### src/cfa_pkg.sv
`default_nettype none

package cfa_pkg;

  localparam int OPERAND_WIDTH = 16;
  localparam int PROD_W        = 2 * OPERAND_WIDTH;
  localparam int SUM_W         = PROD_W + 1;
  localparam int RND_W         = SUM_W + 1;
  localparam int RES_W         = 32;
  localparam int SHL_MAX       = RES_W - 1;
  localparam int WIDE_W        = RND_W + SHL_MAX;

  localparam int IN_FRAC_W     = 4;
  localparam int COEF_FRAC_W   = 4;
  localparam int OUT_TOTAL_W   = 6;
  localparam int OUT_FRAC_W    = 5;
  localparam int SF_W          = IN_FRAC_W + 1;
  localparam int SHIFT_W       = OUT_FRAC_W;

  localparam int CFG_DATA_W    = 32;
  localparam int CFG_ADDR_W    = 5;
  localparam int CFG_IDX_LSB   = 2;

  localparam logic [OUT_TOTAL_W-1:0] OUT_TOTAL_MIN = OUT_TOTAL_W'(2);
  localparam logic [OUT_TOTAL_W-1:0] OUT_TOTAL_MAX = OUT_TOTAL_W'(RES_W);

  typedef enum logic [2:0] {
    ACT_ADD     = 3'd0,
    ACT_SUB     = 3'd1,
    ACT_MUL     = 3'd2,
    ACT_CONJ    = 3'd3,
    ACT_SCALE   = 3'd4,
    ACT_REQUANT = 3'd5
  } action_t;

  typedef enum logic [2:0] {
    REG_IN_FRAC   = 3'd0,
    REG_COEF_FRAC = 3'd1,
    REG_OUT_TOTAL = 3'd2,
    REG_OUT_FRAC  = 3'd3,
    REG_ROUND_EN  = 3'd4
  } reg_index_t;

  typedef struct packed {
    logic [IN_FRAC_W-1:0]   in_frac;
    logic [COEF_FRAC_W-1:0] coef_frac;
    logic [OUT_TOTAL_W-1:0] out_total;
    logic [OUT_FRAC_W-1:0]  out_frac;
    logic                   round_en;
  } cfg_t;

endpackage

`default_nettype wire

### src/cfa_operand_if.sv
`default_nettype none

interface cfa_operand_if;
  import cfa_pkg::*;

  logic                            valid;
  logic                            ready;
  logic [2:0]                      action;
  logic signed [OPERAND_WIDTH-1:0] a_real;
  logic signed [OPERAND_WIDTH-1:0] a_imag;
  logic signed [OPERAND_WIDTH-1:0] b_real;
  logic signed [OPERAND_WIDTH-1:0] b_imag;

  modport source (output valid, action, a_real, a_imag, b_real, b_imag, input ready);
  modport sink (input valid, action, a_real, a_imag, b_real, b_imag, output ready);

endinterface

`default_nettype wire

### src/cfa_result_if.sv
`default_nettype none

interface cfa_result_if;
  import cfa_pkg::*;

  logic                    valid;
  logic                    ready;
  logic signed [RES_W-1:0] res_real;
  logic signed [RES_W-1:0] res_imag;
  logic                    clipped;

  modport source (output valid, res_real, res_imag, clipped, input ready);
  modport sink (input valid, res_real, res_imag, clipped, output ready);

endinterface

`default_nettype wire

### src/complex_fixed_point_alu.sv
// Complex fixed-point unit: add, subtract, complex multiply, conjugate, real scale or
// requantize of signed complex operands, each result part shifted to the output
// fraction width, optionally rounded by half an LSB, floored and saturated to the
// output total width, with clipped set when either part saturates. Fully pipelined:
// one beat per cycle while the result is taken; each beat passes through the multiply,
// combine, round, and shift and saturate registers. A stalled result back-pressures
// stage by stage, so empty stages still take new beats. Registers must be written
// over the APB port only while no beat is in flight; the block does not enforce it.
`default_nettype none

module complex_fixed_point_alu (
  input  wire logic                           clk,
  input  wire logic                           rst,
  cfa_operand_if.sink                         operand,
  cfa_result_if.source                        result,
  input  wire logic                           psel,
  input  wire logic                           penable,
  input  wire logic                           pwrite,
  input  wire logic [cfa_pkg::CFG_ADDR_W-1:0] paddr,
  input  wire logic [cfa_pkg::CFG_DATA_W-1:0] pwdata,
  output logic      [cfa_pkg::CFG_DATA_W-1:0] prdata,
  output logic                                pready
);
  import cfa_pkg::*;

  cfg_t                    cfg;
  logic                    x_valid;
  logic                    x_ready;
  logic signed [SUM_W-1:0] x_real;
  logic signed [SUM_W-1:0] x_imag;
  logic [SF_W-1:0]         x_sf;

  cfa_cfg u_cfg (
    .clk     (clk),
    .rst     (rst),
    .psel    (psel),
    .penable (penable),
    .pwrite  (pwrite),
    .paddr   (paddr),
    .pwdata  (pwdata),
    .prdata  (prdata),
    .pready  (pready),
    .cfg     (cfg)
  );

  cfa_front u_front (
    .clk     (clk),
    .rst     (rst),
    .operand (operand),
    .cfg     (cfg),
    .x_valid (x_valid),
    .x_ready (x_ready),
    .x_real  (x_real),
    .x_imag  (x_imag),
    .x_sf    (x_sf)
  );

  cfa_requant u_requant (
    .clk     (clk),
    .rst     (rst),
    .cfg     (cfg),
    .x_valid (x_valid),
    .x_ready (x_ready),
    .x_real  (x_real),
    .x_imag  (x_imag),
    .x_sf    (x_sf),
    .result  (result)
  );

endmodule

`default_nettype wire

### src/cfa_cfg.sv
`default_nettype none

module cfa_cfg (
  input  wire logic                           clk,
  input  wire logic                           rst,
  input  wire logic                           psel,
  input  wire logic                           penable,
  input  wire logic                           pwrite,
  input  wire logic [cfa_pkg::CFG_ADDR_W-1:0] paddr,
  input  wire logic [cfa_pkg::CFG_DATA_W-1:0] pwdata,
  output logic      [cfa_pkg::CFG_DATA_W-1:0] prdata,
  output logic                                pready,
  output cfa_pkg::cfg_t                       cfg
);
  import cfa_pkg::*;

  reg_index_t idx;

  assign idx    = reg_index_t'(paddr[CFG_ADDR_W-1:CFG_IDX_LSB]);
  assign pready = 1'b1;

  always_ff @(posedge clk) begin
    if (rst) begin
      cfg.in_frac   <= IN_FRAC_W'(8);
      cfg.coef_frac <= COEF_FRAC_W'(8);
      cfg.out_total <= OUT_TOTAL_W'(16);
      cfg.out_frac  <= OUT_FRAC_W'(8);
      cfg.round_en  <= 1'b0;
    end else if (psel && penable && pwrite && pready) begin
      case (idx)
        REG_IN_FRAC:   cfg.in_frac   <= pwdata[IN_FRAC_W-1:0];
        REG_COEF_FRAC: cfg.coef_frac <= pwdata[COEF_FRAC_W-1:0];
        REG_OUT_TOTAL: cfg.out_total <= pwdata[OUT_TOTAL_W-1:0];
        REG_OUT_FRAC:  cfg.out_frac  <= pwdata[OUT_FRAC_W-1:0];
        REG_ROUND_EN:  cfg.round_en  <= pwdata[0];
        default: ;
      endcase
    end
  end

  always_comb begin
    prdata = '0;
    case (idx)
      REG_IN_FRAC:   prdata = CFG_DATA_W'(cfg.in_frac);
      REG_COEF_FRAC: prdata = CFG_DATA_W'(cfg.coef_frac);
      REG_OUT_TOTAL: prdata = CFG_DATA_W'(cfg.out_total);
      REG_OUT_FRAC:  prdata = CFG_DATA_W'(cfg.out_frac);
      REG_ROUND_EN:  prdata = CFG_DATA_W'(cfg.round_en);
      default:       prdata = '0;
    endcase
  end

endmodule

`default_nettype wire

### src/cfa_front.sv
`default_nettype none

module cfa_front (
  input  wire logic                            clk,
  input  wire logic                            rst,
  cfa_operand_if.sink                          operand,
  input  wire cfa_pkg::cfg_t                   cfg,
  output logic                                 x_valid,
  input  wire logic                            x_ready,
  output logic signed [cfa_pkg::SUM_W-1:0]     x_real,
  output logic signed [cfa_pkg::SUM_W-1:0]     x_imag,
  output logic        [cfa_pkg::SF_W-1:0]      x_sf
);
  import cfa_pkg::*;

  logic                     s1_valid;
  logic                     s1_ready;
  logic                     s2_ready;
  logic signed [PROD_W-1:0] p0, p1, p2, p3;
  logic signed [PROD_W-1:0] p0_next, p1_next, p2_next, p3_next;
  logic        [SF_W-1:0]   s1_sf, sf_next;
  logic signed [PROD_W-1:0] m_rr, m_ii, m_ri, m_ir;
  logic signed [PROD_W-1:0] ar, ai, br, bi;

  assign s2_ready      = !x_valid || x_ready;
  assign s1_ready      = !s1_valid || s2_ready;
  assign operand.ready = s1_ready;

  assign m_rr = operand.a_real * operand.b_real;
  assign m_ii = operand.a_imag * operand.b_imag;
  assign m_ri = operand.a_real * operand.b_imag;
  assign m_ir = operand.a_imag * operand.b_real;

  assign ar = PROD_W'(operand.a_real);
  assign ai = PROD_W'(operand.a_imag);
  assign br = PROD_W'(operand.b_real);
  assign bi = PROD_W'(operand.b_imag);

  always_comb begin
    p0_next = '0;
    p1_next = '0;
    p2_next = '0;
    p3_next = '0;
    sf_next = SF_W'(cfg.in_frac);
    case (action_t'(operand.action))
      ACT_ADD: begin
        p0_next = ar;
        p1_next = -br;
        p2_next = ai;
        p3_next = bi;
      end
      ACT_SUB: begin
        p0_next = ar;
        p1_next = br;
        p2_next = ai;
        p3_next = -bi;
      end
      ACT_MUL: begin
        p0_next = m_rr;
        p1_next = m_ii;
        p2_next = m_ri;
        p3_next = m_ir;
        sf_next = {cfg.in_frac, 1'b0};
      end
      ACT_CONJ: begin
        p0_next = ar;
        p2_next = -ai;
      end
      ACT_SCALE: begin
        p0_next = m_rr;
        p3_next = m_ir;
        sf_next = SF_W'(cfg.in_frac) + SF_W'(cfg.coef_frac);
      end
      ACT_REQUANT: begin
        p0_next = ar;
        p2_next = ai;
      end
      default: ;
    endcase
  end

  always_ff @(posedge clk) begin
    if (rst) begin
      s1_valid <= 1'b0;
    end else if (s1_ready) begin
      s1_valid <= operand.valid;
    end
    if (s1_ready) begin
      p0    <= p0_next;
      p1    <= p1_next;
      p2    <= p2_next;
      p3    <= p3_next;
      s1_sf <= sf_next;
    end
  end

  always_ff @(posedge clk) begin
    if (rst) begin
      x_valid <= 1'b0;
    end else if (s2_ready) begin
      x_valid <= s1_valid;
    end
    if (s2_ready) begin
      x_real <= SUM_W'(p0) - SUM_W'(p1);
      x_imag <= SUM_W'(p2) + SUM_W'(p3);
      x_sf   <= s1_sf;
    end
  end

  a_mul_frac: assert property (@(posedge clk) disable iff (rst)
    operand.valid && operand.ready && operand.action == ACT_MUL
    |=> s1_valid && s1_sf == $past({cfg.in_frac, 1'b0}))
    else $error("product beat lost its doubled fraction width");

endmodule

`default_nettype wire

### src/cfa_requant.sv
`default_nettype none

module cfa_requant (
  input  wire logic                        clk,
  input  wire logic                        rst,
  input  wire cfa_pkg::cfg_t               cfg,
  input  wire logic                        x_valid,
  output logic                             x_ready,
  input  wire logic signed [cfa_pkg::SUM_W-1:0] x_real,
  input  wire logic signed [cfa_pkg::SUM_W-1:0] x_imag,
  input  wire logic        [cfa_pkg::SF_W-1:0]  x_sf,
  cfa_result_if.source                     result
);
  import cfa_pkg::*;

  logic                      left;
  logic [SHIFT_W-1:0]        d;
  logic signed [RND_W-1:0]   half;
  logic                      s3_valid;
  logic                      s3_ready;
  logic                      s4_ready;
  logic signed [RND_W-1:0]   y_real, y_imag;
  logic                      s3_left;
  logic [SHIFT_W-1:0]        s3_d;
  logic [OUT_TOTAL_W-1:0]    t_eff;
  logic signed [WIDE_W-1:0]  hi, lo;
  logic signed [WIDE_W-1:0]  w_real, w_imag;
  logic signed [RES_W-1:0]   q_real, q_imag;
  logic                      c_real, c_imag;

  assign s4_ready = !result.valid || result.ready;
  assign s3_ready = !s3_valid || s4_ready;
  assign x_ready  = s3_ready;

  assign left = cfg.out_frac >= OUT_FRAC_W'(x_sf);
  assign d    = left ? (cfg.out_frac - OUT_FRAC_W'(x_sf))
                     : (OUT_FRAC_W'(x_sf) - cfg.out_frac);
  assign half = (cfg.round_en && !left) ? (RND_W'(1) << (d - SHIFT_W'(1))) : '0;

  always_ff @(posedge clk) begin
    if (rst) begin
      s3_valid <= 1'b0;
    end else if (s3_ready) begin
      s3_valid <= x_valid;
    end
    if (s3_ready) begin
      y_real  <= RND_W'(x_real) + half;
      y_imag  <= RND_W'(x_imag) + half;
      s3_left <= left;
      s3_d    <= d;
    end
  end

  always_comb begin
    if (cfg.out_total < OUT_TOTAL_MIN) begin
      t_eff = OUT_TOTAL_MIN;
    end else if (cfg.out_total > OUT_TOTAL_MAX) begin
      t_eff = OUT_TOTAL_MAX;
    end else begin
      t_eff = cfg.out_total;
    end
    hi = (WIDE_W'(1) <<< (t_eff - OUT_TOTAL_W'(1))) - WIDE_W'(1);
    lo = -hi - WIDE_W'(1);

    w_real = s3_left ? (WIDE_W'(y_real) <<< s3_d) : (WIDE_W'(y_real) >>> s3_d);
    w_imag = s3_left ? (WIDE_W'(y_imag) <<< s3_d) : (WIDE_W'(y_imag) >>> s3_d);

    c_real = 1'b1;
    if (w_real > hi) begin
      q_real = hi[RES_W-1:0];
    end else if (w_real < lo) begin
      q_real = lo[RES_W-1:0];
    end else begin
      q_real = w_real[RES_W-1:0];
      c_real = 1'b0;
    end

    c_imag = 1'b1;
    if (w_imag > hi) begin
      q_imag = hi[RES_W-1:0];
    end else if (w_imag < lo) begin
      q_imag = lo[RES_W-1:0];
    end else begin
      q_imag = w_imag[RES_W-1:0];
      c_imag = 1'b0;
    end
  end

  always_ff @(posedge clk) begin
    if (rst) begin
      result.valid <= 1'b0;
    end else if (s4_ready) begin
      result.valid <= s3_valid;
    end
    if (s4_ready) begin
      result.res_real <= q_real;
      result.res_imag <= q_imag;
      result.clipped  <= c_real || c_imag;
    end
  end

  a_res_range: assert property (@(posedge clk) disable iff (rst)
    result.valid |-> WIDE_W'(result.res_real) <= hi && WIDE_W'(result.res_real) >= lo
                  && WIDE_W'(result.res_imag) <= hi && WIDE_W'(result.res_imag) >= lo)
    else $error("result outside the output format");

  a_trunc_pass: assert property (@(posedge clk) disable iff (rst)
    x_valid && x_ready && !cfg.round_en
    |=> s3_valid && y_real == $past(RND_W'(x_real)) && y_imag == $past(RND_W'(x_imag)))
    else $error("rounding offset added with rounding off");

  a_s3_hold: assert property (@(posedge clk) disable iff (rst)
    s3_valid && !s3_ready |=> s3_valid && $stable(y_real) && $stable(y_imag) && $stable(s3_d))
    else $error("stalled beat changed in rounding stage");

endmodule

`default_nettype wire

### src/flat_wrapper.sv
// flat-port wrapper written by rule: the top's interface ports become plain ports
module complex_fixed_point_alu_flat import cfa_pkg::*;
  (clk, rst, psel, penable, pwrite, paddr, pwdata, prdata, pready, operand_valid, operand_action, operand_a_real, operand_a_imag, operand_b_real, operand_b_imag, operand_ready, result_valid, result_res_real, result_res_imag, result_clipped, result_ready);
  cfa_operand_if operand_i ();
  cfa_result_if result_i ();
  input  wire logic clk;
  input  wire logic rst;
  input  wire logic psel;
  input  wire logic penable;
  input  wire logic pwrite;
  input  wire logic [cfa_pkg::CFG_ADDR_W-1:0] paddr;
  input  wire logic [cfa_pkg::CFG_DATA_W-1:0] pwdata;
  output logic      [cfa_pkg::CFG_DATA_W-1:0] prdata;
  output logic pready;
  input wire logic [$bits(operand_i.valid)-1:0] operand_valid;
  input wire logic [$bits(operand_i.action)-1:0] operand_action;
  input wire logic [$bits(operand_i.a_real)-1:0] operand_a_real;
  input wire logic [$bits(operand_i.a_imag)-1:0] operand_a_imag;
  input wire logic [$bits(operand_i.b_real)-1:0] operand_b_real;
  input wire logic [$bits(operand_i.b_imag)-1:0] operand_b_imag;
  output wire logic [$bits(operand_i.ready)-1:0] operand_ready;
  output wire logic [$bits(result_i.valid)-1:0] result_valid;
  output wire logic [$bits(result_i.res_real)-1:0] result_res_real;
  output wire logic [$bits(result_i.res_imag)-1:0] result_res_imag;
  output wire logic [$bits(result_i.clipped)-1:0] result_clipped;
  input wire logic [$bits(result_i.ready)-1:0] result_ready;
  assign operand_i.valid = operand_valid;
  assign operand_i.action = operand_action;
  assign operand_i.a_real = operand_a_real;
  assign operand_i.a_imag = operand_a_imag;
  assign operand_i.b_real = operand_b_real;
  assign operand_i.b_imag = operand_b_imag;
  assign operand_ready = operand_i.ready;
  assign result_valid = result_i.valid;
  assign result_res_real = result_i.res_real;
  assign result_res_imag = result_i.res_imag;
  assign result_clipped = result_i.clipped;
  assign result_i.ready = result_ready;
  complex_fixed_point_alu u_core (.clk(clk), .rst(rst), .operand(operand_i), .result(result_i), .psel(psel), .penable(penable), .pwrite(pwrite), .paddr(paddr), .pwdata(pwdata), .prdata(prdata), .pready(pready));
endmodule
### config.mk
export PLATFORM = sky130hd
export DESIGN_NAME = complex_fixed_point_alu_flat
export DESIGN_NICKNAME = d
export VERILOG_FILES = /design/src/cfa_pkg.sv /design/src/cfa_operand_if.sv /design/src/cfa_result_if.sv /design/src/complex_fixed_point_alu.sv /design/src/cfa_cfg.sv /design/src/cfa_front.sv /design/src/cfa_requant.sv /design/src/flat_wrapper.sv
export SDC_FILE = /design/constraint.sdc
export NUM_CORES = 2
export LEC_CHECK = 0
export ABC_AREA = 1
export BUFFER_PORTS_ARGS = -buffer_cell sky130_fd_sc_hd__buf_2
export CAP_MARGIN = 10
export CORE_AREA = 5 5 578 294
export DETAILED_ROUTE_END_ITERATION = 10
export DIE_AREA = 0 0 583 299
export PLACE_DENSITY_LB_ADDON = 0.1
export SLEW_MARGIN = 0
export SYNTH_ARGS = -nofsm -noshare
export SYNTH_HDL_FRONTEND = slang
export SYNTH_SLANG_ARGS = --single-unit
export TNS_END_PERCENT = 30
### constraint.sdc
create_clock -name clk -period 11.2 [get_ports clk]
set_clock_uncertainty 0.1 [all_clocks]
set_input_delay 2.8 -clock clk [delete_from_list [all_inputs] [get_ports clk]]
set_output_delay 2.8 -clock clk [all_outputs]
set_load 0.01 [all_outputs]
==> impl_metrics.py <==
metrics = {
    "global_routing": {
        "grt_pass1_wl_um": 460000,
        "grt_usage_pct": 35.8,
        "grt_start_max_net_pins": 131,
        "overflow": 0,
        "first_global_vias": 68328,
        "antenna_found_initial": 29,
    },
    "placed_design": {
        "dp_slack_ns": 1.26,
        "io_buffers": 155,
        "gp_congestion": 1.04,
        "hpwl_um": 264000,
    },
    "routing": {
        "post_drt_wl_per_cell_um": 24.5,
        "top_layer_used": "met5",
        "viasPerCell": 5.58,
        "first_pass_iters": 6,
        "remaining_drc_errors": 0,
        "drtAntennaViolNets": 0,
        "dr_wl_met3_um": 57000,
        "drt-met1-wl_um": 154000,
        "vias": 71843,
        "met2_length_um": 99600,
        "drt_iter0_markers": 9425,
        "routed_wl_um": 315000,
    },
    "clock_network": {
        "root_buffer": "clkbuf_16",
        "ctsResizeCount": 0,
        "numCtsBuffers": 38,
        "path_clk_slew_ns": 0.08,
        "clock_latency_ns": 0.64,
        "htreeDepth": 2,
        "post_cts_buffers": 0,
        "clockBufferDepth": 3,
        "cts_tree": "done",
        "postCtsHoldBufs": 0,
        "clock-sinks": 367,
    },
    "sta": {
        "drv_slew": 0,
        "max-slew-margin-rel_pct": 9.59,
        "fmax_ghz": 0.104,
        "worst_pin_slew_ns": 1.34,
        "timing.setup.tns_ns": 0,
        "finalCriticalPeriod_ns": 9.58,
        "rsz0062_at_grt": "no",
        "setup_viol": 0,
        "fin_crit_sh_pct": 85.5,
        "fin_ws_ns": 1.62,
        "hold_viol_final": 0,
    },
    "worst_setup_path": {
        "start_kind": "primary input",
        "crit_path_end_kind": "flip-flop",
        "slowest_stage": "xor2_1",
        "crit_top_cell": "fa_1",
        "worstSetupPathType": "primary input to flip-flop",
        "critical_path_required_ns": 11.23,
        "crit_chain": "buf_2, buf_4, nand2_1, fa_1, fa_1, fa_1, inv_1, fa_1, inv_1, fa_1, inv_1, fa_1, ha_1, a21oi_1, a21boi_0, nand3_1, a21oi_1, xor2_1, o21ai_0",
        "crit_fanout": 20,
        "critical_path.max_stage_delay_ns": 0.73,
        "crit_arrival_ns": 9.61,
    },
    "logic_synthesis": {
        "synth-main-ff-cell": "edfxtp_1",
        "ys_ff_latch": 367,
        "yosysWarnings": 0,
        "synth_area_sq_mm": 0.0784,
        "synth-async-reset-ratio_pct": 0,
        "avgSynthCellArea_sq_um": 7.36,
        "yosysTopAreaCellShare_pct": 27.0,
        "synth_area_leaders": "fa_1 27%, edfxtp_1 13%, nand2_1 13%, ha_1 12%, inv_1 11%",
        "ys_types": 66,
        "yosysMostFrequentCell": "nand2_1",
        "synth.largest_area_cell": "fa_1",
        "synthTopCellsByCount": "2629 x nand2_1, 2208 x inv_1, 1055 x fa_1, 737 x ha_1, 690 x nor2_1",
        "ys_seq_area_share_pct": 13.8,
        "synth_edf_count": 343,
        "syn-instance-count": 10647,
    },
    "min_path": {
        "min_path_type": "flip-flop to flip-flop",
    },
    "floorplan": {
        "fp.dieArea_sq_mm": 0.174,
        "fp.dieH_um": 299,
        "die_w_um": 583,
        "start_util_pct": 47.5,
        "io_pins": 211,
        "core-area_sq_mm": 0.165,
        "core.rowCount": 106,
    },
    "outcome": {
        "status": "completed",
    },
    "run": {
        "maxCapViolCount": 0,
    },
    "finish": {
        "final_net_count": 12523,
        "drive_gt1_share_pct": 4.54,
        "area_growth_pct": 5.59,
    },
}
-- final timing paths --
check / cells after the start / from / to / slack (ns)
worst max-delay path: 19 / operand_b_imag[9] / u_core.u_front.p1[19] / 1.62
worst min-delay path: 0 / u_core.u_front.s1_sf[1] / u_core.u_front.x_sf[1] / 0.32
worst max register to register: 24 / u_core.u_requant.s3_d[1] / u_core.u_requant.result.res_imag[17] / 2.49
worst min register to register: 0 / u_core.u_front.s1_sf[1] / u_core.u_front.x_sf[1] / 0.32
-- sequential cells by signal, summed over array words and instances, names as in the netlist, 5 cells and up --
signal	flops
u_core.u_requant.y_real	34
u_core.u_front.s1_sf	5
u_core.u_front.p2	32
u_core.u_requant.y_imag	34
u_core.u_requant.s3_d	5
u_core.u_front.x_imag	33
u_core.u_front.x_sf	5
u_core.u_requant.result.res_real	32
u_core.u_front.x_real	33
u_core.u_front.p1	32
u_core.u_requant.result.res_imag	32
u_core.u_front.p3	32
u_core.u_front.p0	32
u_core.u_cfg.cfg	20
-- per-stage QoR --
stage                     utilization, %  instance area, sq um  std cells  hold WS [ns]
final                               50.1                 82700      12871         0.322
after global routing                50.1                 82700      12866         0.335
after CTS                           50.1                 82700      12860         0.322
after detailed placement            49.3                 81400      12791         0.307
after global placement              49.3                 81400      12791         0.308
after floorplan                        -                 78700      10745         0.300
-- layout make-up --
class                      count  area [sq um]
sequential                   367         10800
inverter                    2231          8380
timing repair buffer         295          1860
fill                       16683         82400
clock inverter                21           230
multi-input combinational   7687         57700
tap                         2214          2770
antenna                        8          20.0
clock buffer                  48          1020
-- critical path, delay by kind of cell --
family | cells | cell delay (ns)
simple gates | 2 | 0.30
xor+xnor | 1 | 0.73
fa+ha+maj | 7 | 3.21
compound gates | 4 | 1.32
buf+inv | 5 | 1.19
-- layout by cell type (no fill, tap or decap), types with 24 or more instances in the layout --
cell type	netlist	routed
a21o_1	37	37
a21oi_1	608	608
a31oi_1	30	30
buf_2	45	155
buf_4	31	137
clkbuf_16	0	39
conb_1	2	100
dfxtp_1	24	24
edfxtp_1	343	343
fa_1	1055	1055
ha_1	737	737
inv_1	2208	2204
nand2_1	2629	2628
nand3_1	353	353
nand4_1	58	58
nor2_1	690	685
nor3_1	70	68
o211ai_1	69	69
o21a_1	32	32
o21ai_0	689	688
o21bai_1	27	27
or2_2	44	44
xnor2_1	100	100
xor2_1	112	112
-- per-layer routing --
metal,global-route usage [%],vias up
met2,39.4,3992
met4,4.01,26
met5,1.01,-
li1,-,32754
met3,19.6,278
met1,58.7,34793
-- kinds of logic after synthesis --
family | synth area share, %
compound gates | 11.3
buf+inv | 13.2
flops | 13.8
mux | 0.294
fa+ha+maj | 38.7
other cells | 0.00958
xor+xnor | 2.37
simple gates | 20.4
Power is not shown: default switching activity piles up to over one toggle a cycle in this logic, so the estimate is an artifact.
